--- src/rtl/see_pkg.sv ---
// see_pkg: shared types and constants for the stack expression evaluator
// item structs, queue command, operation and status codes, back-end states
// no dependencies
`timescale 1ns / 1ps
`default_nettype none

package see_pkg;

    localparam logic [7:0] CH_ZERO  = 8'h30;
    localparam logic [7:0] CH_NINE  = 8'h39;
    localparam logic [7:0] CH_PLUS  = 8'h2B;
    localparam logic [7:0] CH_MINUS = 8'h2D;
    localparam logic [7:0] CH_STAR  = 8'h2A;
    localparam logic [7:0] CH_SLASH = 8'h2F;
    localparam logic [7:0] CH_CARET = 8'h5E;

    localparam logic [2:0] ST_OK    = 3'd0;
    localparam logic [2:0] ST_UNDER = 3'd1;
    localparam logic [2:0] ST_OVER  = 3'd2;
    localparam logic [2:0] ST_DIVZ  = 3'd3;
    localparam logic [2:0] ST_BADCH = 3'd4;

    localparam int unsigned QUEUE_DEPTH = 4;
    localparam int unsigned QUEUE_AW    = 2;
    localparam int unsigned DIV_STEPS   = 32;
    localparam int unsigned DIV_SW      = 5;

    typedef struct packed {
        logic [7:0] char_code;
        logic       last;
    } in_item_t;

    typedef struct packed {
        logic signed [31:0] value;
        logic        [2:0]  status;
    } out_item_t;

    typedef enum logic [2:0] {
        OP_DIGIT,
        OP_ADD,
        OP_SUB,
        OP_MUL,
        OP_DIV,
        OP_XOR,
        OP_BAD
    } op_t;

    typedef struct packed {
        op_t        op;
        logic [3:0] digit;
        logic       last;
    } cmd_t;

    typedef struct packed {
        logic        start;
        logic [31:0] dividend;
        logic [31:0] divisor;
    } div_req_t;

    typedef struct packed {
        logic        done;
        logic [31:0] quotient;
    } div_rsp_t;

    typedef enum logic [2:0] {
        S_FETCH,
        S_EXEC,
        S_MUL,
        S_DIV,
        S_DONE
    } back_state_t;

endpackage

`default_nettype wire

--- src/rtl/see_front.sv ---
// see_front: accepts characters and classifies them into queue commands
// depends on see_pkg
`timescale 1ns / 1ps
`default_nettype none

module see_front import see_pkg::*;
(
    input  wire logic     in_valid,
    output logic          in_stall,
    input  wire in_item_t in_item,
    output logic          q_push,
    output cmd_t          q_data,
    input  wire logic     q_full
);

    op_t op;

    always_comb
    begin
        unique case (in_item.char_code) inside
            [CH_ZERO:CH_NINE]: op = OP_DIGIT;
            CH_PLUS:           op = OP_ADD;
            CH_MINUS:          op = OP_SUB;
            CH_STAR:           op = OP_MUL;
            CH_SLASH:          op = OP_DIV;
            CH_CARET:          op = OP_XOR;
            default:           op = OP_BAD;
        endcase
    end

    assign in_stall     = q_full;
    assign q_push       = in_valid && !q_full;
    assign q_data.op    = op;
    assign q_data.digit = in_item.char_code[3:0];
    assign q_data.last  = in_item.last;

endmodule

`default_nettype wire

--- config.mk ---
export PLATFORM = sky130hd
export DESIGN_NAME = see_front
export DESIGN_NICKNAME = d
export VERILOG_FILES = /design/src/rtl/see_pkg.sv /design/src/rtl/see_front.sv
export SDC_FILE = /design/constraint.sdc
export NUM_CORES = 1
export LEC_CHECK = 0
export ABC_AREA = 1
export CAP_MARGIN = 10
export CORE_AREA = 2 2 39 41
export DETAILED_ROUTE_END_ITERATION = 10
export DIE_AREA = 0 0 41 43
export DONT_BUFFER_PORTS = 1
export PLACE_DENSITY = 0.42
export SLEW_MARGIN = 20
export SYNTH_ARGS = -nofsm -noshare
export SYNTH_HDL_FRONTEND = slang
export SYNTH_SLANG_ARGS = --single-unit
--- constraint.sdc ---
create_clock -name vclk -period 1.6
set_clock_uncertainty 0.15 [all_clocks]
set_input_delay 0.16 -clock vclk [all_inputs]
set_output_delay 0.16 -clock vclk [all_outputs]
set_load 0.02 [all_outputs]
==> results of run 1 <==
synth_stat cells:
cell type	count	share of area, %
o21ai_0	1	2.2
nand2_1	18	30
nand2_2	1	2.8
inv_2	1	1.7
nor2_1	8	13
inv_1	8	13
nor2_4	1	5.0
nand3_1	2	4.4
o21ai_1	1	2.2
nand4_1	2	5.5
buf_4	6	20
power by group:
group | internal [µW] | switching (µW)
Sequential | 0 | 0
Combinational | 8.56 | 17.8
Clock | 0 | 0
how the worst max path moves through the flow:
| stage | from | end | cells after the start |
|---|---|---|---|
| finish | in_item[8] | q_data[6] | 6 |
| global placement | in_item[8] | q_data[6] | 6 |
| CTS | in_item[8] | q_data[6] | 6 |
| detailed placement | in_item[8] | q_data[6] | 6 |
| global route | in_item[8] | q_data[6] | 6 |
| floorplan | in_item[8] | q_data[6] | 6 |
final cells by class:
type,instances,area (µm²)
well taps,16,20.0
fillers,173,1180
multi-input cells,34,148
inverters,9,33.8
through the flow:
stage	setup WS [ns]	instance area, µm²	hold WS [ns]	utilization, %
floorplan	0.500	226	0.250	-
global placement	0.438	201	0.170	14.6
detailed placement	0.436	201	0.170	14.6
CTS	0.435	201	0.170	14.6
global route	0.387	201	0.170	14.6
finish	0.449	201	0.170	14.6
routing by layer:
layer | part of all wire (%) | up-vias
met5 | 0 | -
met4 | 0 | 0
met3 | 9.8 | 0
met2 | 52 | 10
met1 | 38 | 96
li1 | - | 129
cell usage in the layout (no fill, tap or decap):
cell,instances
inv_1,8
nand2_2,1
nor2_1,8
nor2_4,1
o21ai_0,1
nand4_1,2
o21ai_1,1
nand3_1,2
nand2_1,18
inv_2,1
cells by family (layout without fill, tap and decap cells):
kind of cell           after synthesis  count (layout)
AO/OA/AOI/OAI                        2               2
buffers and inverters               15               9
AND/OR/NAND/NOR                     32              32
==> flow_summary.json, run 1 <==
{
  "status": "finished, final reports clean",
  "area.growth.synth_to_final_pct": -11.0,
  "post-route-period-util_pct": 72.0,
  "vias": 235,
  "place_inst": 59,
  "synth.distinct_cells": 11,
  "p_leak_uw": 0.000125,
  "synth_top_family_by_area": "simple AND/OR/NAND/NOR gates",
  "die_x_um": 41,
  "design.die.area_um2": 1760,
  "diodes": 0,
  "track_usage_pct": 5.29,
  "initial_core_util_pct": 16.4,
  "peakVddDrop_uv": 19.9,
  "hold_depth": 0,
  "hold_start": "in_item[1]",
  "avgSynthCellArea_um2": 4.62,
  "crit_type": "in -> out",
  "yosysWarnings": 0,
  "start_kind": "input pin",
  "antenna_found_initial": 0,
  "powerDensity_nw_per_um2": 131,
  "crit_buf_inv": 1,
  "drc": 0,
  "path_cells": "inv_1 -> nand2_1 -> nor2_4 -> nand2_1 -> nand2_1 -> o21ai_1",
  "cap_violations": 0,
  "final_hold_viol_count": 0,
  "worst_pin_slew_ns": 0.416,
  "total_power_uw": 26.4,
  "viasPerCell": 3.98,
  "synthXorXnorAreaFrac_pct": 0,
  "wl_um": 489,
  "netlist_area_um2": 226,
  "synthAdderAreaFrac_pct": 0,
  "cp.arrival_ns": 0.84,
  "die-height_um": 43,
  "top_usage_layer": "met2",
  "seq_area_frac_synth_pct": 0,
  "post_cts_buffers": 0,
  "cts_hold_buf": 0,
  "slew_headroom_pct": 72.1,
  "syn_inst": 49,
  "final_antenna_net_count": 0,
  "finalSetupViolCount": 0,
  "final.setup.tns_ns": 0,
  "slew_violations": 0,
  "drt-pass1-iter-count": 4,
  "finish.net_count": 56,
  "muxShareOfSynthArea_pct": 0,
  "rsz0062_at_grt": "no",
  "hold_end": "q_data[1]",
  "rows": 14,
  "worstHoldPathType": "in -> out",
  "slowest_stage": "o21ai_1",
  "syn-num-nets": 60,
  "wire_per_inst_um": 8.29,
  "synth-simple-area-share_pct": 60.8,
  "period_needed_ns": 1.15,
  "crit_path_max_incr_delay_ns": 0.36,
  "finalWeightedCongestion": 0.707,
  "met3_usage_pct": 1.05,
  "worst-path-max-fanout": 5,
  "grt_max_degree": 8,
  "grt_pass1_vias": 176,
  "grtUsageMet1_pct": 5.38,
  "crit_family": "compound AO/OA/AOI/OAI gates",
  "cp_common_cell": "nand2_1",
  "final-seq-area_um2": 0,
  "clock_buffers": 0,
  "grt_pass1_wl_um": 703,
  "drt-initial-drc-count": 3,
  "drive_above_1_share_pct": 6.98,
  "overflow": 0,
  "synth_compound_area_share_pct": 4.42,
  "cp.required_ns": 1.29,
  "fmax_ghz": 0.869,
  "final-instance-count-excl-fill": 59,
  "cts_resized": 0,
  "dp_hpwl_um": 454,
  "io_pins": 21,
  "port_buffers": 0,
  "end_kind": "output pin",
  "grt_use_met2_pct": 10.6,
  "core_area_um2": 1380,
  "seq_cells": 0
}
Note: power is estimated with default switching activity, not from simulation.
==> run 2, diff against run 1 <==
Settings changed: ABC_AREA 1 to 0.
Clock period 1.6 ns to 0.95 ns, I/O delays scaled along.
==> run 2 against run 1 <==
Compared with the run above:
- the flow now finishes with violations (negative setup slack)
- die area stayed put
- critical path depth decreased by 2
- via count fell by 11%
- hold slack got worse by 0.13 ns
- routed wire length rose by 18%
- combinational power increased by 150%
- sequential cell count unchanged
- largest cell class unchanged
- largest power group unchanged
==> flow_summary.json, run 2 <==
{
  "syn_inst": 26,
  "yosysWarnings": 0,
  "path_cells": "nand3b_1 -> a2111oi_4 -> o41ai_4 -> buf_4",
  "drt-pass1-iter-count": 3,
  "avgSynthCellArea_um2": 8.37,
  "drt-initial-drc-count": 1,
  "violations": "negative setup slack",
  "seq_area_frac_synth_pct": 0,
  "finalWeightedCongestion": 0.577,
  "wl_um": 575,
  "final-seq-area_um2": 0,
  "finish.net_count": 38,
  "hold_end": "q_data[0]",
  "slowest_stage": "a2111oi_4",
  "vias": 210,
  "finalSetupViolCount": 3,
  "powerDensity_nw_per_um2": 216,
  "postPlaceCellArea_um2": 283,
  "post-route-period-util_pct": 128,
  "grt_pass1_wl_um": 821,
  "design.die.area_um2": 1760,
  "crit_path_max_incr_delay_ns": 0.40,
  "viasPerCell": 5.12,
  "die-height_um": 43,
  "io_pins": 21,
  "diodes": 0,
  "worst_slack_ns": -0.263,
  "drive_above_1_share_pct": 60.0,
  "final_antenna_net_count": 0,
  "start_kind": "input pin",
  "clock_buffers": 0,
  "area.growth.synth_to_final_pct": 38.5,
  "hold_start": "in_item[0]",
  "fin_util_pct": 21.8,
  "whs_ns": 0.0400,
  "slew_violations": 0,
  "cts_hold_buf": 0,
  "synth.distinct_cells": 18,
  "status": "complete, but fails checks",
  "die_x_um": 41,
  "peakVddDrop_uv": 46.3,
  "post_cts_buffers": 0,
  "worst_pin_slew_ns": 0.394,
  "initial_core_util_pct": 15.7,
  "port_buffers": 0,
  "seq_cells": 0,
  "core_area_um2": 1380,
  "synthTopCellsByCount": "buf_4 (6), nand2b_1 (2), nor3b_1 (2), nor4bb_1 (2)",
  "cp.arrival_ns": 0.97,
  "track_usage_pct": 6.40,
  "final_common_cell": "buf_4",
  "antenna_found_initial": 0,
  "total_power_uw": 65.0,
  "hold_depth": 0,
  "cap_violations": 0,
  "slew_headroom_pct": 73.7,
  "fillers": 153,
  "fmax_ghz": 0.824,
  "synthMostInstantiatedCell": "buf_4",
  "crit_type": "in -> out",
  "worst-path-max-fanout": 6,
  "rows": 14,
  "netlist_area_um2": 218,
  "yosysTopAreaCell": "buf_4",
  "multi_input_area_um2": 244,
  "final_design_area_no_fill_um2": 302,
  "wire_per_inst_um": 14.0,
  "syn-num-nets": 37,
  "final.setup.tns_ns": -0.505,
  "end_kind": "output pin",
  "grt_max_degree": 8,
  "synth.area.top_cells": "buf_4 (21%), nor4bb_1 (9.2%), o41ai_2 (7.5%)",
  "period_needed_ns": 1.21,
  "synth.top_cell.area_share_pct": 20.7,
  "worstHoldPathType": "in -> out",
  "final_hold_viol_count": 0,
  "cp.required_ns": 0.70,
  "drc": 0,
  "rsz0062_at_grt": "yes",
  "overflow": 0,
  "p_leak_uw": 0.000105,
  "grt_pass1_vias": 214
}
## run 2: changes by cell type in the layout (fill, tap and decap cells not counted), moves of 2 or more
| cell | delta |
|---|---|
| nor2_1 | -8 |
| inv_1 | -8 |
| nand4_1 | -2 |
| buf_4 | +5 |
| nand3_1 | -2 |
| nand2_1 | -17 |
## run 2: worst max-delay path, delay by kind of cell
family                 cells  cell delay [ns]
AOI/OAI and AO/OA          2             0.52
and+or+nand+nor            1             0.17
buffers and inverters      1             0.17
## run 2: cells by family after synthesis
logic type      count (synthesis)  synth area share (%)
compound gates                  4                  23.0
buf+inv                         6                  20.7
mux                             1                  4.60
simple gates                   15                  51.7
## run 2: timing repair
item                       CTS  global route
pin swaps                    2             0
setup endpoints to repair    3             3
resized for setup            2             1
## run 2: power breakdown
part	leakage (µW)	switching [µW]	internal [µW]
logic	0.000105	26.2	38.8
clock network	0	0	0
registers	0	0	0
total	0.000105	26.2	38.8
## run 2: how the worst max path moves through the flow
stage	start	to	slack, ns
3_5_place_dp	in_item[2]	q_data[6]	-0.29
3_3_place_gp	in_item[2]	q_data[6]	-0.27
6_report	in_item[5]	q_data[6]	-0.26
5_1_grt	in_item[5]	q_data[6]	-0.31
4_1_cts	in_item[5]	q_data[6]	-0.28
2_1_floorplan	in_item[3]	q_data[6]	-0.19
## run 2: metal layers
metal  track usage (%)  vias up  share of wire [%]
met3              3.14        0                8.3
met1              5.40      106                 34
met5                 0        -                  0
met4                 0        0                  0
met2              12.8        9                 58
li1                  -       95                  -
## run 2: per-stage QoR
step,setup slack (ns),cells
final,-0.263,41
after global routing,-0.311,41
after detailed placement,-0.288,41
after CTS,-0.276,41
after floorplan,-0.189,26
after global placement,-0.273,41
## run 2: final cells by class
type,count,area share [%]
tap,16,6.64
timing repair buffer,5,12.4
multi-input combinational,20,80.9
==> run 3, diff against run 2 <==
Settings changed: ABC_AREA 0 to 1, PLACE_DENSITY 0.42 to 0.43.
==> run 3 against run 2 <==
Compared with the run above:
- the flow now finishes without violations
- routed wire length decreased by 13%
- power decreased by 9.0%
- combinational power decreased by 9.1%
- sequential share of layout area unchanged
- sequential cell count unchanged
- largest cell class unchanged
- largest power group unchanged
==> flow_summary.json, run 3 (synthesized netlist as in run 1, its figures left out) <==
{
  "status": "finished, final reports clean",
  "worstHoldPathType": "in -> out",
  "grt_pass1_vias": 230,
  "drive_above_1_share_pct": 22.7,
  "cp.required_ns": 0.70,
  "core_area_um2": 1380,
  "final_common_cell": "nand2_1",
  "worst_slack_ns": 0.0587,
  "dp_slack_ns": -0.0483,
  "viasPerCell": 3.92,
  "final-instance-count-excl-fill": 60,
  "diodes": 0,
  "io_pins": 21,
  "top_usage_layer": "met2",
  "final.setup.tns_ns": 0,
  "grt_use_met2_pct": 11.6,
  "area.growth.synth_to_final_pct": 16.0,
  "worst_pin_slew_ns": 0.368,
  "met3_usage_pct": 1.57,
  "seq_cells": 0,
  "p_leak_uw": 0.000145,
  "post_cts_buffers": 0,
  "worst-path-max-fanout": 5,
  "rows": 14,
  "post-route-period-util_pct": 93.8,
  "peakVddDrop_uv": 70.6,
  "clock_buffers": 0,
  "drc": 0,
  "finish.net_count": 57,
  "wire_per_inst_um": 8.35,
  "whs_ns": 0.0400,
  "final-seq-area_um2": 0,
  "slew_violations": 0,
  "vias": 235,
  "grt_pass1_wl_um": 800,
  "port_buffers": 0,
  "place_inst": 60,
  "design.die.area_um2": 1760,
  "overflow": 0,
  "most-common-layout-cells": "nand2_1 (17), nor2_1 (8), inv_1 (5), nand2_4 (2), nand4_1 (2)",
  "drt-pass1-iter-count": 2,
  "crit_type": "in -> out",
  "fmax_ghz": 1.12,
  "antenna_found_initial": 0,
  "cp.arrival_ns": 0.65,
  "slew_headroom_pct": 75.4,
  "wl_um": 501,
  "grtUsageMet1_pct": 6.65,
  "grt_max_degree": 8,
  "powerDensity_nw_per_um2": 225,
  "finalSetupViolCount": 0,
  "cap_violations": 0,
  "finalWeightedCongestion": 0.742,
  "initial_core_util_pct": 16.4,
  "end_kind": "output pin",
  "dp_hpwl_um": 443,
  "die-height_um": 43,
  "cts_hold_buf": 0,
  "total_power_uw": 59.1,
  "rsz0062_at_grt": "yes",
  "final_hold_viol_count": 0,
  "track_usage_pct": 6.09,
  "final_antenna_net_count": 0,
  "period_needed_ns": 0.891,
  "die_x_um": 41,
  "start_kind": "input pin",
  "drt-initial-drc-count": 2
}
run 3: through the flow:
stage	util, %	instance area (µm²)
finish	19.0	263
detailed placement	15.4	213
global placement	15.4	213
floorplan	-	230
global route	19.0	263
CTS	17.5	243
run 3: routing by layer:
metal | wire length [µm] | vias to the layer above
met2 | 267 | 8
met5 | 0 | -
met1 | 177 | 96
li1 | - | 131
met4 | 0 | 0
met3 | 55 | 0
run 3: cell type report:
type / count / area (µm²)
Fill cell: 155 / 1120
Multi-Input combinational cell: 34 / 169
Inverter: 9 / 66.3
Tap cell: 16 / 20.0
Timing Repair Buffer: 1 / 7.51
run 3: critical path: stages:
cell      delay [ns]
clkinv_8        0.02
nand2_4         0.03
nor2_4          0.14
nand3_2         0.07
nor2_1          0.08
nor2_1          0.05
buf_4           0.15
run 3: report_power, final:
part	switching (µW)	internal [µW]	leakage (µW)	total (µW)
logic	33.4	25.7	0.000145	59.1
registers	0	0	0	0
clock network	0	0	0	0
run 3: what timing repair did:
item | 4_1_cts | 5_1_grt
pin swaps | 6 | 6
gates resized for setup | 12 | 6
endpoints found under the setup margin | 2 | 2
run 3: worst paths after layout:
check	from	to	slack (ns)	cells after the start
worst max-delay path	in_item[5]	q_data[7]	0.06	7
worst min-delay path	in_item[0]	q_data[0]	0.04	0
