--- src/rtl/see_pkg.sv ---
// see_pkg: shared types and constants for the stack expression evaluator
// item structs, queue command, operation and status codes, back-end states
// no dependencies
`timescale 1ns / 1ps
`default_nettype none

package see_pkg;

    localparam logic [7:0] CH_ZERO  = 8'h30;
    localparam logic [7:0] CH_NINE  = 8'h39;
    localparam logic [7:0] CH_PLUS  = 8'h2B;
    localparam logic [7:0] CH_MINUS = 8'h2D;
    localparam logic [7:0] CH_STAR  = 8'h2A;
    localparam logic [7:0] CH_SLASH = 8'h2F;
    localparam logic [7:0] CH_CARET = 8'h5E;

    localparam logic [2:0] ST_OK    = 3'd0;
    localparam logic [2:0] ST_UNDER = 3'd1;
    localparam logic [2:0] ST_OVER  = 3'd2;
    localparam logic [2:0] ST_DIVZ  = 3'd3;
    localparam logic [2:0] ST_BADCH = 3'd4;

    localparam int unsigned QUEUE_DEPTH = 4;
    localparam int unsigned QUEUE_AW    = 2;
    localparam int unsigned DIV_STEPS   = 32;
    localparam int unsigned DIV_SW      = 5;

    typedef struct packed {
        logic [7:0] char_code;
        logic       last;
    } in_item_t;

    typedef struct packed {
        logic signed [31:0] value;
        logic        [2:0]  status;
    } out_item_t;

    typedef enum logic [2:0] {
        OP_DIGIT,
        OP_ADD,
        OP_SUB,
        OP_MUL,
        OP_DIV,
        OP_XOR,
        OP_BAD
    } op_t;

    typedef struct packed {
        op_t        op;
        logic [3:0] digit;
        logic       last;
    } cmd_t;

    typedef struct packed {
        logic        start;
        logic [31:0] dividend;
        logic [31:0] divisor;
    } div_req_t;

    typedef struct packed {
        logic        done;
        logic [31:0] quotient;
    } div_rsp_t;

    typedef enum logic [2:0] {
        S_FETCH,
        S_EXEC,
        S_MUL,
        S_DIV,
        S_DONE
    } back_state_t;

endpackage

`default_nettype wire

--- src/rtl/see_queue.sv ---
// see_queue: short command queue between front and back
// depends on see_pkg
`timescale 1ns / 1ps
`default_nettype none

module see_queue import see_pkg::*;
(
    input  wire logic clk,
    input  wire logic rst_n,
    input  wire logic push,
    input  wire cmd_t push_data,
    output logic      full,
    input  wire logic pop,
    output cmd_t      pop_data,
    output logic      empty
);

    cmd_t                 entry_reg [QUEUE_DEPTH];
    logic [QUEUE_AW-1:0]  wr_ptr_reg;
    logic [QUEUE_AW-1:0]  rd_ptr_reg;
    logic [QUEUE_AW:0]    count_reg;
    logic [QUEUE_AW-1:0]  wr_ptr_next;
    logic [QUEUE_AW-1:0]  rd_ptr_next;
    logic [QUEUE_AW:0]    count_next;

    assign full     = (count_reg == (QUEUE_AW+1)'(QUEUE_DEPTH));
    assign empty    = (count_reg == '0);
    assign pop_data = entry_reg[rd_ptr_reg];

    always_comb
    begin
        wr_ptr_next = push ? wr_ptr_reg + QUEUE_AW'(1) : wr_ptr_reg;
        rd_ptr_next = pop ? rd_ptr_reg + QUEUE_AW'(1) : rd_ptr_reg;
        count_next  = count_reg;
        if (push && !pop)
        begin
            count_next = count_reg + (QUEUE_AW+1)'(1);
        end
        else if (pop && !push)
        begin
            count_next = count_reg - (QUEUE_AW+1)'(1);
        end
    end

    always_ff @(posedge clk or negedge rst_n)
    begin
        if (!rst_n)
        begin
            wr_ptr_reg <= '0;
            rd_ptr_reg <= '0;
            count_reg  <= '0;
        end
        else
        begin
            wr_ptr_reg <= wr_ptr_next;
            rd_ptr_reg <= rd_ptr_next;
            count_reg  <= count_next;
        end
    end

    always_ff @(posedge clk)
    begin
        if (push)
        begin
            entry_reg[wr_ptr_reg] <= push_data;
        end
    end

endmodule

`default_nettype wire

--- config.mk ---
export PLATFORM = sky130hd
export DESIGN_NAME = see_queue
export DESIGN_NICKNAME = d
export VERILOG_FILES = /design/src/rtl/see_pkg.sv /design/src/rtl/see_queue.sv
export SDC_FILE = /design/constraint.sdc
export NUM_CORES = 1
export LEC_CHECK = 0
export BUFFER_PORTS_ARGS = -buffer_cell sky130_fd_sc_hd__buf_2
export CORE_MARGIN = 4
export CORE_UTILIZATION = 53
export DETAILED_ROUTE_END_ITERATION = 7
export GPL_ROUTABILITY_DRIVEN = 0
export PLACE_DENSITY = 0.72
export SYNTH_ARGS = -nofsm -noshare
export SYNTH_HDL_FRONTEND = slang
export SYNTH_SLANG_ARGS = --single-unit
--- constraint.sdc ---
create_clock -name clk -period 1.9 [get_ports clk]
set_clock_uncertainty 0.15 [all_clocks]
set_input_delay 0.285 -clock clk [delete_from_list [all_inputs] [get_ports clk]]
set_output_delay 0.285 -clock clk [all_outputs]
set_load 0.01 [all_outputs]
==> flow_summary.html, run 1 <==
<table>
<tr><th>Metric</th><th>Value</th></tr>
<tr><th colspan="2">Floorplanning</th></tr>
<tr><td>Starting density of the core</td><td>55.6%</td></tr>
<tr><td>Overall die width</td><td>62.0 µm</td></tr>
<tr><td>Standard-cell rows</td><td>19</td></tr>
<tr><td>Num ports</td><td>22</td></tr>
<tr><td>CORE AREA</td><td>0.00278 mm²</td></tr>
<tr><td>Die Ht</td><td>62.0 µm</td></tr>
<tr><td>Floorplan die area</td><td>0.00385 mm²</td></tr>
<tr><th colspan="2">Placement</th></tr>
<tr><td>Half-perimeter wire length of the detailed placement result</td><td>1620 µm</td></tr>
<tr><td>Cell count after placement</td><td>128</td></tr>
<tr><td>Worst setup slack after placement</td><td>180 ps</td></tr>
<tr><td>Port Buffer Count</td><td>21</td></tr>
<tr><th colspan="2">Drt</th></tr>
<tr><td>Per-cell via count in the routed design</td><td>5.26</td></tr>
<tr><td>Average detailed-routed wire length per instance</td><td>16.2 µm</td></tr>
<tr><td>Count of unresolved DRC violations after routing</td><td>0</td></tr>
<tr><td>Detailed router's first-iteration violation count</td><td>18</td></tr>
<tr><td>Via count of the routed design</td><td>763</td></tr>
<tr><td>Total wire length after detailed routing</td><td>2360 µm</td></tr>
<tr><td>Number of detailed-route iterations in the first pass</td><td>4</td></tr>
<tr><td>Count of antenna-violating nets left after detailed routing</td><td>0</td></tr>
<tr><th colspan="2">CTS</th></tr>
<tr><td>Sink Count</td><td>39</td></tr>
<tr><td>Post-CTS Setup Bufs</td><td>0</td></tr>
<tr><td>Buffer depth of the longest clock path</td><td>2</td></tr>
<tr><td>CTS tree</td><td>done</td></tr>
<tr><td>Insertion delay to the later sink of the worst-skew pair</td><td>350 ps</td></tr>
<tr><td>CTS Buf Count</td><td>5</td></tr>
<tr><td>Register clock-pin slew on the reported worst setup and hold paths</td><td>120 ps</td></tr>
<tr><td>Cell at the root of the clock tree</td><td>clkbuf_4</td></tr>
<tr><td>H-tree level count</td><td>2</td></tr>
<tr><th colspan="2">STA</th></tr>
<tr><td>Relative slew slack</td><td>71.1%</td></tr>
<tr><td>Achievable clock frequency</td><td>495 MHz</td></tr>
<tr><td>Min cycle time layout</td><td>2020 ps</td></tr>
<tr><td>Final hold vios</td><td>0</td></tr>
<tr><td>Number of failing setup endpoints in the final timing report</td><td>8</td></tr>
<tr><td>Crit path setup slack, layout</td><td>-121 ps</td></tr>
<tr><td>Setup repair after global routing missed its margin</td><td>yes</td></tr>
<tr><td>Slew @ Worst Pin</td><td>434 ps</td></tr>
<tr><td>Post-Route Setup TNS</td><td>-825 ps</td></tr>
<tr><td>Max-slew violation count</td><td>0</td></tr>
<tr><td>Fin crit share</td><td>106%</td></tr>
<tr><th colspan="2">Global route</th></tr>
<tr><td>Overflow left after global routing</td><td>0</td></tr>
<tr><td>Number of antenna violations at the first check in global routing</td><td>0</td></tr>
<tr><td>Overall global routing resource usage</td><td>15.2%</td></tr>
<tr><td>Global-route wire length before repair</td><td>3770 µm</td></tr>
<tr><td>Largest net degree at the start of global routing</td><td>14</td></tr>
<tr><td>Via count of the first global-routing pass</td><td>798</td></tr>
<tr><th colspan="2">Cells and area</th></tr>
<tr><td>Area of combinational cells with multiple inputs</td><td>385 µm²</td></tr>
<tr><td>Flip-flop count of the largest register, all copies and words added</td><td>32</td></tr>
<tr><td>Ant. Diodes</td><td>0</td></tr>
<tr><td>Fraction of final layout cells with drive strength greater than 1</td><td>36.0%</td></tr>
<tr><td>Number of nets in the finished design</td><td>131</td></tr>
<tr><td>Fillers</td><td>197</td></tr>
<tr><td>Area added between synthesis and finish</td><td>22.8%</td></tr>
<tr><td>Area used by sequential logic in the layout</td><td>0.00114 mm²</td></tr>
<tr><td>Number of non-filler instances in the completed layout</td><td>145</td></tr>
<tr><th colspan="2">Power and ir drop</th></tr>
<tr><td>Logic pwr share</td><td>31.9%</td></tr>
<tr><td>Share of power burned in registers</td><td>47.7%</td></tr>
<tr><td>Peak supply drop</td><td>0.00134 V</td></tr>
<tr><td>Total power density per cell area</td><td>1420 mW/mm²</td></tr>
<tr><td>Leakage</td><td>0.721 nW</td></tr>
<tr><td>Net switching power</td><td>0.798 mW</td></tr>
<tr><td>Proportion of power drawn by the clock network</td><td>20.4%</td></tr>
<tr><td>Net switching share of the total power</td><td>29.5%</td></tr>
<tr><td>Internal power</td><td>1.91 mW</td></tr>
<tr><td>Final total power</td><td>2.71 mW</td></tr>
<tr><th colspan="2">Synthesis</th></tr>
<tr><td>Count of distinct cell types in the synthesized netlist</td><td>17</td></tr>
<tr><td>Cell type contributing the most total cell area after synthesis</td><td>edfxtp_1</td></tr>
<tr><td>Synth area leaders</td><td>edfxtp_1, mux4_2, dfrtp_1</td></tr>
<tr><td>Warnings, synthesis</td><td>0</td></tr>
<tr><td>Post-synthesis area per instance</td><td>20.4 µm²</td></tr>
<tr><td>Area share of the leading cell type in the synthesized netlist</td><td>62.1%</td></tr>
<tr><td>Mapped Nets</td><td>94</td></tr>
<tr><td>Number of instances in the synthesized netlist</td><td>76</td></tr>
<tr><td>Syn Std Cell Area</td><td>0.00155 mm²</td></tr>
<tr><td>Flop and latch count out of synthesis</td><td>39</td></tr>
<tr><td>Sequential cell area fraction in the yosys report</td><td>73.4%</td></tr>
<tr><th colspan="2">Status</th></tr>
<tr><td>Failing checks</td><td>negative setup slack</td></tr>
<tr><td>Result of the run</td><td>finished, violations left</td></tr>
<tr><th colspan="2">Setup path</th></tr>
<tr><td>Capture point of the worst reg-to-reg path</td><td>entry_reg[0][2]</td></tr>
<tr><td>Worst reg2reg path startpoint</td><td>wr_ptr_reg[0]</td></tr>
<tr><td>Capturing element type of the critical path</td><td>primary output</td></tr>
<tr><td>Worst Setup SP</td><td>rd_ptr_reg[0]</td></tr>
<tr><td>Worst-path fanout max</td><td>7</td></tr>
<tr><td>Kind of start point of the critical path</td><td>flip-flop</td></tr>
<tr><td>CP Data Required Time</td><td>1460 ps</td></tr>
<tr><td>Worst Setup Path Type</td><td>flip-flop to primary output</td></tr>
<tr><td>Data arrival time at the worst-slack endpoint</td><td>1590 ps</td></tr>
<tr><td>Slack of the worst reg-to-reg path</td><td>350 ps</td></tr>
<tr><td>Worst reg2reg path depth</td><td>3</td></tr>
<tr><th colspan="2">Worst hold path</th></tr>
<tr><td>Worst Min Path Start</td><td>push</td></tr>
<tr><td>Hold path depth</td><td>2</td></tr>
<tr><td>Class of the worst hold path</td><td>input pin to flip-flop</td></tr>
<tr><td>Hold worst-path end</td><td>wr_ptr_reg[0]</td></tr>
<tr><th colspan="2">Flow run</th></tr>
<tr><td>Count of maximum capacitance violations</td><td>0</td></tr>
</table>
-- through the flow --
stage	hold WS, ps	util (%)	area [µm²]
after detailed placement	-17.1	60.8	1690
after floorplan	-161	-	1550
after CTS	5.85	67.3	1870
final	44.1	68.3	1900
after global routing	41.9	68.3	1900
after global placement	-23.7	60.8	1690
-- worst max-delay path, stage by stage, from the launching register on --
cell     delay [ps]
dfrtp_1         400
buf_6           170
mux4_2          520
buf_6           140
-- Yosys cell counts --
library cell / instances
buf_6: 1
mux4_2: 8
nor3_1: 1
buf_2: 1
and2_1: 4
fa_1: 1
nand2_1: 2
o21ai_0: 1
inv_1: 4
nor3b_1: 1
xor2_1: 4
nor2_1: 1
dfrtp_1: 7
ha_1: 5
edfxtp_1: 32
xnor2_1: 2
mux2_2: 1
-- power groups by stage --
stage	combinational, mW	sequential, mW	clock (mW)
after floorplan	0.586	1.23	0
after global placement	0.768	1.29	0
after detailed placement	0.790	1.31	0
after CTS	0.828	1.29	0.569
after global routing	0.960	1.32	0.609
final	0.863	1.29	0.554
-- cell usage in the layout, fill, tap and decap left out, types with 5 or more instances in the layout --
cell type,n
clkbuf_4,5
dfrtp_1,6
buf_6,5
buf_2,16
edfxtp_1,32
mux4_2,8
dlygate4sd3_1,10
-- logic make-up (layout without fill, tap and decap cells) --
family	Yosys count	after routing	synth area share [%]
AND/OR/NAND/NOR	9	9	3.15
XOR/XNOR	6	6	3.40
adder cells (fa/ha/maj)	6	6	5.34
AO/OA/AOI/OAI	1	1	0.323
buffers and inverters	6	44	2.02
flip-flops	39	39	73.4
multiplexers	9	9	12.4
-- layer usage --
metal	GRT usage (%)	vias up	wire length, µm
met5	0	-	0
met4	8.18	0	51
met3	4.96	7	98
met2	23.8	17	1180
met1	18.8	378	1030
li1	-	361	-
-- how the worst max path moves through the flow --
stage | end | slack (ps) | cells after the start
final | pop_data[6] | -120 | 3
after global routing | pop_data[6] | -210 | 3
after CTS | pop_data[6] | -150 | 3
after detailed placement | count_reg[2] | 180 | 7
after global placement | count_reg[2] | 230 | 7
after floorplan | count_reg[2] | 380 | 7
-- timing repair --
item / in CTS / in global routing
resized for setup: 2 / 6
endpoints found under the setup margin: 8 / 9
pin swaps: 0 / 2
endpoints found under the hold margin: 36 / 4
hold buffers: 9 / 1
-- layout make-up --
class                   count  area share, %
inverters                   4          0.790
clock inverters             3           2.24
repair buffers             32           12.8
well taps                  31           2.04
clock buffers               5           1.97
flip-flops and latches     39           59.8
multi-input cells          31           20.3
No activity file was read; power rests on OpenSTA's default activity.
==> run 2: changes to the inputs <==
- CORE_UTILIZATION: 53 -> 55
- PLACE_DENSITY: 0.72 -> 0.74
==> run 2 against run 1 <==
  * Sequential cell count stayed put
  * Total power grew 7.8%
  * Clock power rose by 21%
  * Clock-buffer cell count grew 1
  * Cell area increased by 2.6%
  * Largest power group unchanged
  * Maximum frequency is 1.8% higher
  * Utilization rose by 6.9 points
  * The flow still finishes with violations (negative setup slack)
  * First-iteration DRC count is 120% higher
  * Cell count grew 0.69%
  * Non-clock buffer count grew 2
  * Combinational power increased by 11%
==> flow_summary.html, run 2 (synthesis gave the netlist of run 1 again) <==
<table>
<tr><th>Metric</th><th>Value</th></tr>
<tr><th colspan="2">Setup path</th></tr>
<tr><td>Data arrival time at the worst-slack endpoint</td><td>1550 ps</td></tr>
<tr><td>Cell-by-cell trace of the critical path</td><td>buf_6, mux4_2, buf_6</td></tr>
<tr><td>Critical Path Max Stage Delay</td><td>510 ps</td></tr>
<tr><td>CP Data Required Time</td><td>1460 ps</td></tr>
<tr><td>Kind of start point of the critical path</td><td>flip-flop</td></tr>
<tr><td>Worst Setup Path Type</td><td>flip-flop to primary output</td></tr>
<tr><td>Critical Path Most Common Cell</td><td>buf_6</td></tr>
<tr><td>Capturing element type of the critical path</td><td>primary output</td></tr>
<tr><td>Worst-path fanout max</td><td>4</td></tr>
<tr><td>Library cell contributing the largest single delay on the critical path</td><td>mux4_2</td></tr>
<tr><th colspan="2">Floorplanning</th></tr>
<tr><td>Die Ht</td><td>61.0 µm</td></tr>
<tr><td>Overall die width</td><td>61.0 µm</td></tr>
<tr><td>Floorplan die area</td><td>0.00373 mm²</td></tr>
<tr><td>Num ports</td><td>22</td></tr>
<tr><td>Starting density of the core</td><td>59.8%</td></tr>
<tr><td>CORE AREA</td><td>0.00259 mm²</td></tr>
<tr><td>Standard-cell rows</td><td>18</td></tr>
<tr><th colspan="2">Cells and area</th></tr>
<tr><td>Flip-flop count of the largest register, all copies and words added</td><td>32</td></tr>
<tr><td>Commonest non-fill, non-tap cell in the layout</td><td>edfxtp_1</td></tr>
<tr><td>Ant. Diodes</td><td>0</td></tr>
<tr><td>Number of non-filler instances in the completed layout</td><td>146</td></tr>
<tr><td>Area added between synthesis and finish</td><td>25.9%</td></tr>
<tr><td>Post-Layout Inst Area</td><td>0.00195 mm²</td></tr>
<tr><td>Number of nets in the finished design</td><td>133</td></tr>
<tr><td>Final core utilization</td><td>75.3%</td></tr>
<tr><td>Fraction of final layout cells with drive strength greater than 1</td><td>34.5%</td></tr>
<tr><td>Most frequent cells in the layout</td><td>edfxtp_1, buf_2, dlygate4sd3_1</td></tr>
<tr><th colspan="2">STA</th></tr>
<tr><td>Number of failing setup endpoints in the final timing report</td><td>8</td></tr>
<tr><td>Final hold vios</td><td>0</td></tr>
<tr><td>Fin crit share</td><td>105%</td></tr>
<tr><td>Max-slew violation count</td><td>0</td></tr>
<tr><td>Setup repair after global routing missed its margin</td><td>yes</td></tr>
<tr><td>Post-Route Setup TNS</td><td>-612 ps</td></tr>
<tr><td>Hold Slack</td><td>53.5 ps</td></tr>
<tr><td>Crit path setup slack, layout</td><td>-86.0 ps</td></tr>
<tr><td>Slew @ Worst Pin</td><td>442 ps</td></tr>
<tr><td>Achievable clock frequency</td><td>504 MHz</td></tr>
<tr><td>Min cycle time layout</td><td>1990 ps</td></tr>
<tr><td>Relative slew slack</td><td>70.5%</td></tr>
<tr><th colspan="2">Global route</th></tr>
<tr><td>Overall global routing resource usage</td><td>17.2%</td></tr>
<tr><td>Number of antenna violations at the first check in global routing</td><td>0</td></tr>
<tr><td>Overflow left after global routing</td><td>0</td></tr>
<tr><td>Global-route wire length before repair</td><td>4310 µm</td></tr>
<tr><td>Via count of the first global-routing pass</td><td>877</td></tr>
<tr><td>Largest net degree at the start of global routing</td><td>13</td></tr>
<tr><th colspan="2">Drt</th></tr>
<tr><td>Per-cell via count in the routed design</td><td>5.26</td></tr>
<tr><td>Number of detailed-route iterations in the first pass</td><td>4</td></tr>
<tr><td>Count of antenna-violating nets left after detailed routing</td><td>0</td></tr>
<tr><td>Count of unresolved DRC violations after routing</td><td>0</td></tr>
<tr><td>Total wire length after detailed routing</td><td>2540 µm</td></tr>
<tr><td>Via count of the routed design</td><td>768</td></tr>
<tr><td>Detailed router's first-iteration violation count</td><td>40</td></tr>
<tr><td>Average detailed-routed wire length per instance</td><td>17.4 µm</td></tr>
<tr><th colspan="2">CTS</th></tr>
<tr><td>Sink Count</td><td>39</td></tr>
<tr><td>Buffer depth of the longest clock path</td><td>2</td></tr>
<tr><td>Cell at the root of the clock tree</td><td>clkbuf_4</td></tr>
<tr><td>CTS tree</td><td>done</td></tr>
<tr><td>CTS Buf Count</td><td>5</td></tr>
<tr><td>H-tree level count</td><td>2</td></tr>
<tr><td>Insertion delay to the later sink of the worst-skew pair</td><td>340 ps</td></tr>
<tr><td>Register clock-pin slew on the reported worst setup and hold paths</td><td>110 ps</td></tr>
<tr><th colspan="2">Power and ir drop</th></tr>
<tr><td>Leakage</td><td>0.749 nW</td></tr>
<tr><td>Net switching power</td><td>0.810 mW</td></tr>
<tr><td>Logic pwr share</td><td>32.7%</td></tr>
<tr><td>Net switching share of the total power</td><td>27.7%</td></tr>
<tr><td>Final total power</td><td>2.92 mW</td></tr>
<tr><td>Proportion of power drawn by the clock network</td><td>23.0%</td></tr>
<tr><td>Internal power</td><td>2.11 mW</td></tr>
<tr><td>Share of power burned in registers</td><td>44.3%</td></tr>
<tr><td>Peak supply drop</td><td>0.00111 V</td></tr>
<tr><td>Total power density per cell area</td><td>1500 mW/mm²</td></tr>
<tr><th colspan="2">Placement</th></tr>
<tr><td>Cell count after placement</td><td>127</td></tr>
<tr><td>Worst setup slack after placement</td><td>161 ps</td></tr>
<tr><td>Half-perimeter wire length of the detailed placement result</td><td>1680 µm</td></tr>
<tr><td>Port Buffer Count</td><td>21</td></tr>
<tr><td>Dpl cell area</td><td>0.00169 mm²</td></tr>
<tr><th colspan="2">Status</th></tr>
<tr><td>Failing checks</td><td>negative setup slack</td></tr>
<tr><td>Result of the run</td><td>finished, violations left</td></tr>
<tr><th colspan="2">Flow run</th></tr>
<tr><td>Count of maximum capacitance violations</td><td>0</td></tr>
<tr><th colspan="2">Worst hold path</th></tr>
<tr><td>Class of the worst hold path</td><td>input pin to flip-flop</td></tr>
</table>
run 2: cell types whose count changed in the layout (fill, tap and decap cells not counted), sizes merged:
cell    delta
clkbuf     +1
buf        +2
inv        -1
clkinv     -1
bufinv     +1
run 2: critical path: cells and delay by family (launching register included):
family | cells | cell delay, ps
buffers and inverters | 2 | 290
muxes | 1 | 510
DFF | 1 | 410
run 2: repair_timing:
item / in CTS / in global routing
endpoints found under the hold margin: 36 / 2
resized for setup: 0 / 9
hold buffers: 9 / 1
setup buffers: 1 / 0
endpoints found under the setup margin: 8 / 8
run 2: final cells by class:
class	count	area, µm²
clock buffers	6	41.3
clock inverters	2	60.1
fillers	145	641
inverters	4	15.0
multi-input cells	31	380
flip-flops and latches	39	1140
well taps	30	37.5
repair buffers	34	279
run 2: routing by layer:
layer | global-route usage [%] | part of all wire [%] | vias to the layer above
met5 | 0 | 0 | -
met4 | 6.50 | 0.47 | 0
met3 | 6.29 | 5.8 | 2
met2 | 28.2 | 52 | 26
met1 | 21.0 | 41 | 374
li1 | - | - | 366
run 2: power groups by stage:
stage               registers (mW)  clock network (mW)  logic, mW
floorplan                     1.23                   0      0.586
finish                        1.29               0.672      0.954
global route                  1.32               0.725       1.06
detailed placement            1.31                   0      0.783
global placement              1.30                   0      0.761
CTS                           1.29               0.687      0.823
run 2: path summary, 6_finish.rpt:
path	startpoint	endpoint	slack [ps]	depth (start not counted)
setup / recovery	rd_ptr_reg[0]	pop_data[4]	-90	3
hold / removal	push	wr_ptr_reg[0]	50	2
setup reg to reg	count_reg[0]	count_reg[2]	300	4
hold reg to reg	count_reg[2]	count_reg[2]	370	1
max in group asynchronous	rst_n	wr_ptr_reg[1]	1300	2
min in group asynchronous	rst_n	count_reg[0]	150	2
==> run 3: changes to the inputs <==
- RECOVER_POWER: unset -> 100
==> run 3 against run 2 <==
  * The flow still finishes with violations (negative setup slack)
  * Non-clock buffer count did not move
  * Register-to-register slack got worse by 110 ps
  * Clock power barely moved
  * Utilization fell by 0.53 points
  * Sequential cell count did not move
  * Largest cell class unchanged
==> flow_summary.html, run 3 (synthesis gave the netlist of run 1 again) <==
<table>
<tr><th>Metric</th><th>Value</th></tr>
<tr><th colspan="2">Cells and area</th></tr>
<tr><td>Final core utilization</td><td>74.7%</td></tr>
<tr><td>Area added between synthesis and finish</td><td>25.1%</td></tr>
<tr><td>Most frequent cells in the layout</td><td>edfxtp_1, clkbuf_1, dlygate4sd3_1</td></tr>
<tr><td>Commonest non-fill, non-tap cell in the layout</td><td>edfxtp_1</td></tr>
<tr><td>Number of nets in the finished design</td><td>133</td></tr>
<tr><td>Fraction of final layout cells with drive strength greater than 1</td><td>25.0%</td></tr>
<tr><td>Ant. Diodes</td><td>0</td></tr>
<tr><td>Flip-flop count of the largest register, all copies and words added</td><td>32</td></tr>
<tr><th colspan="2">Power and ir drop</th></tr>
<tr><td>Final total power</td><td>2.91 mW</td></tr>
<tr><td>Leakage</td><td>0.713 nW</td></tr>
<tr><td>Peak supply drop</td><td>0.00111 V</td></tr>
<tr><td>Total power density per cell area</td><td>1510 mW/mm²</td></tr>
<tr><th colspan="2">STA</th></tr>
<tr><td>Max-slew violation count</td><td>0</td></tr>
<tr><td>Crit path setup slack, layout</td><td>-90.0 ps</td></tr>
<tr><td>Min cycle time layout</td><td>1990 ps</td></tr>
<tr><td>Slew @ Worst Pin</td><td>646 ps</td></tr>
<tr><td>Setup repair after global routing missed its margin</td><td>yes</td></tr>
<tr><td>Relative slew slack</td><td>56.9%</td></tr>
<tr><td>Final hold vios</td><td>0</td></tr>
<tr><td>Achievable clock frequency</td><td>503 MHz</td></tr>
<tr><td>Number of failing setup endpoints in the final timing report</td><td>8</td></tr>
<tr><td>Fin crit share</td><td>105%</td></tr>
<tr><th colspan="2">CTS</th></tr>
<tr><td>CTS Buf Count</td><td>5</td></tr>
<tr><td>Cell at the root of the clock tree</td><td>clkbuf_4</td></tr>
<tr><td>CTS tree</td><td>done</td></tr>
<tr><td>Register clock-pin slew on the reported worst setup and hold paths</td><td>110 ps</td></tr>
<tr><td>H-tree level count</td><td>2</td></tr>
<tr><td>Sink Count</td><td>39</td></tr>
<tr><td>Buffer depth of the longest clock path</td><td>2</td></tr>
<tr><td>Insertion delay to the later sink of the worst-skew pair</td><td>340 ps</td></tr>
<tr><th colspan="2">Global route</th></tr>
<tr><td>Global-route wire length before repair</td><td>4310 µm</td></tr>
<tr><td>Number of antenna violations at the first check in global routing</td><td>0</td></tr>
<tr><td>Via count of the first global-routing pass</td><td>877</td></tr>
<tr><td>Overall global routing resource usage</td><td>17.2%</td></tr>
<tr><td>Overflow left after global routing</td><td>0</td></tr>
<tr><td>Largest net degree at the start of global routing</td><td>13</td></tr>
<tr><th colspan="2">Flow run</th></tr>
<tr><td>Count of maximum capacitance violations</td><td>0</td></tr>
<tr><th colspan="2">Drt</th></tr>
<tr><td>Total wire length after detailed routing</td><td>2550 µm</td></tr>
<tr><td>Count of unresolved DRC violations after routing</td><td>0</td></tr>
<tr><td>Count of antenna-violating nets left after detailed routing</td><td>0</td></tr>
<tr><td>Number of detailed-route iterations in the first pass</td><td>4</td></tr>
<tr><td>Average detailed-routed wire length per instance</td><td>17.4 µm</td></tr>
<tr><td>Detailed router's first-iteration violation count</td><td>15</td></tr>
<tr><td>Per-cell via count in the routed design</td><td>5.31</td></tr>
<tr><td>Via count of the routed design</td><td>775</td></tr>
<tr><th colspan="2">Floorplanning</th></tr>
<tr><td>Die Ht</td><td>61.0 µm</td></tr>
<tr><td>Floorplan die area</td><td>0.00373 mm²</td></tr>
<tr><td>Standard-cell rows</td><td>18</td></tr>
<tr><td>Num ports</td><td>22</td></tr>
<tr><td>Starting density of the core</td><td>59.8%</td></tr>
<tr><td>Overall die width</td><td>61.0 µm</td></tr>
<tr><td>CORE AREA</td><td>0.00259 mm²</td></tr>
<tr><th colspan="2">Setup path</th></tr>
<tr><td>Slack of the worst reg-to-reg path</td><td>190 ps</td></tr>
<tr><td>Kind of start point of the critical path</td><td>flip-flop</td></tr>
<tr><td>Worst Setup Path Type</td><td>flip-flop to primary output</td></tr>
<tr><td>Capture point of the critical path</td><td>pop_data[2]</td></tr>
<tr><td>Worst reg2reg path startpoint</td><td>wr_ptr_reg[0]</td></tr>
<tr><td>Capture point of the worst reg-to-reg path</td><td>entry_reg[2][4]</td></tr>
<tr><td>Data arrival time at the worst-slack endpoint</td><td>1560 ps</td></tr>
<tr><td>Worst Setup SP</td><td>rd_ptr_reg[0]</td></tr>
<tr><td>CP Data Required Time</td><td>1460 ps</td></tr>
<tr><td>Worst-path fanout max</td><td>4</td></tr>
<tr><td>Capturing element type of the critical path</td><td>primary output</td></tr>
<tr><td>Worst reg2reg path depth</td><td>3</td></tr>
<tr><th colspan="2">Placement</th></tr>
<tr><td>Worst setup slack after placement</td><td>161 ps</td></tr>
<tr><td>Half-perimeter wire length of the detailed placement result</td><td>1680 µm</td></tr>
<tr><td>Port Buffer Count</td><td>21</td></tr>
<tr><th colspan="2">Status</th></tr>
<tr><td>Result of the run</td><td>finished, violations left</td></tr>
<tr><td>Failing checks</td><td>negative setup slack</td></tr>
<tr><th colspan="2">Worst hold path</th></tr>
<tr><td>Class of the worst hold path</td><td>input pin to flip-flop</td></tr>
</table>
## run 3: where the power goes
group | switching (mW) | internal [mW]
combinational | 0.403 | 0.545
sequential | 0.147 | 1.15
clock | 0.264 | 0.411
## run 3: worst min path at each step
stage | slack (ps) | cells past startpoint | to | start
floorplan | -160 | 0 | count_reg[0] | rst_n
global placement | -30 | 1 | count_reg[0] | rst_n
detailed placement | -20 | 1 | count_reg[0] | rst_n
CTS | 2 | 1 | entry_reg[3][1] | push_data[1]
global route | 60 | 2 | wr_ptr_reg[0] | push
finish | 50 | 2 | wr_ptr_reg[0] | push
## run 3: cell type report
class / count / area, µm²
clock buffer: 6 / 41.3
clock inverter: 2 / 60.1
fill: 145 / 654
inverter: 4 / 15.0
multi-input combinational: 31 / 380
sequential: 39 / 1140
tap: 30 / 37.5
timing repair buffer: 34 / 265
## run 3: metrics by stage
step	hold slack (ps)	instance area [µm²]	std cells	setup TNS, ps
finish	52.4	1940	146	-633
global route	55.0	1940	146	-1230
CTS	2.27	1890	145	-796
detailed placement	-22.5	1690	127	0
global placement	-27.3	1690	127	0
floorplan	-161	1550	76	0
## run 3: critical path, stage by stage, from the launching register on
cell and delay (ps):
dfrtp_1 410, buf_6 150, mux4_2 510, buf_6 140
## run 3: what timing repair did
item,4_1_cts,5_1_grt
buffers inserted,1,0
pin swaps,0,0
gates resized for setup,0,9
endpoints found under the hold margin,36,2
hold buffers,9,1
endpoints found under the setup margin,8,8
## run 3: layer usage
layer  share of wire, %  GRT usage (%)  vias up
met1                 41           21.0      382
met5                  0              0        -
li1                   -              -      364
met3                5.5           6.29        2
met2                 53           28.2       27
met4               0.51           6.50        0
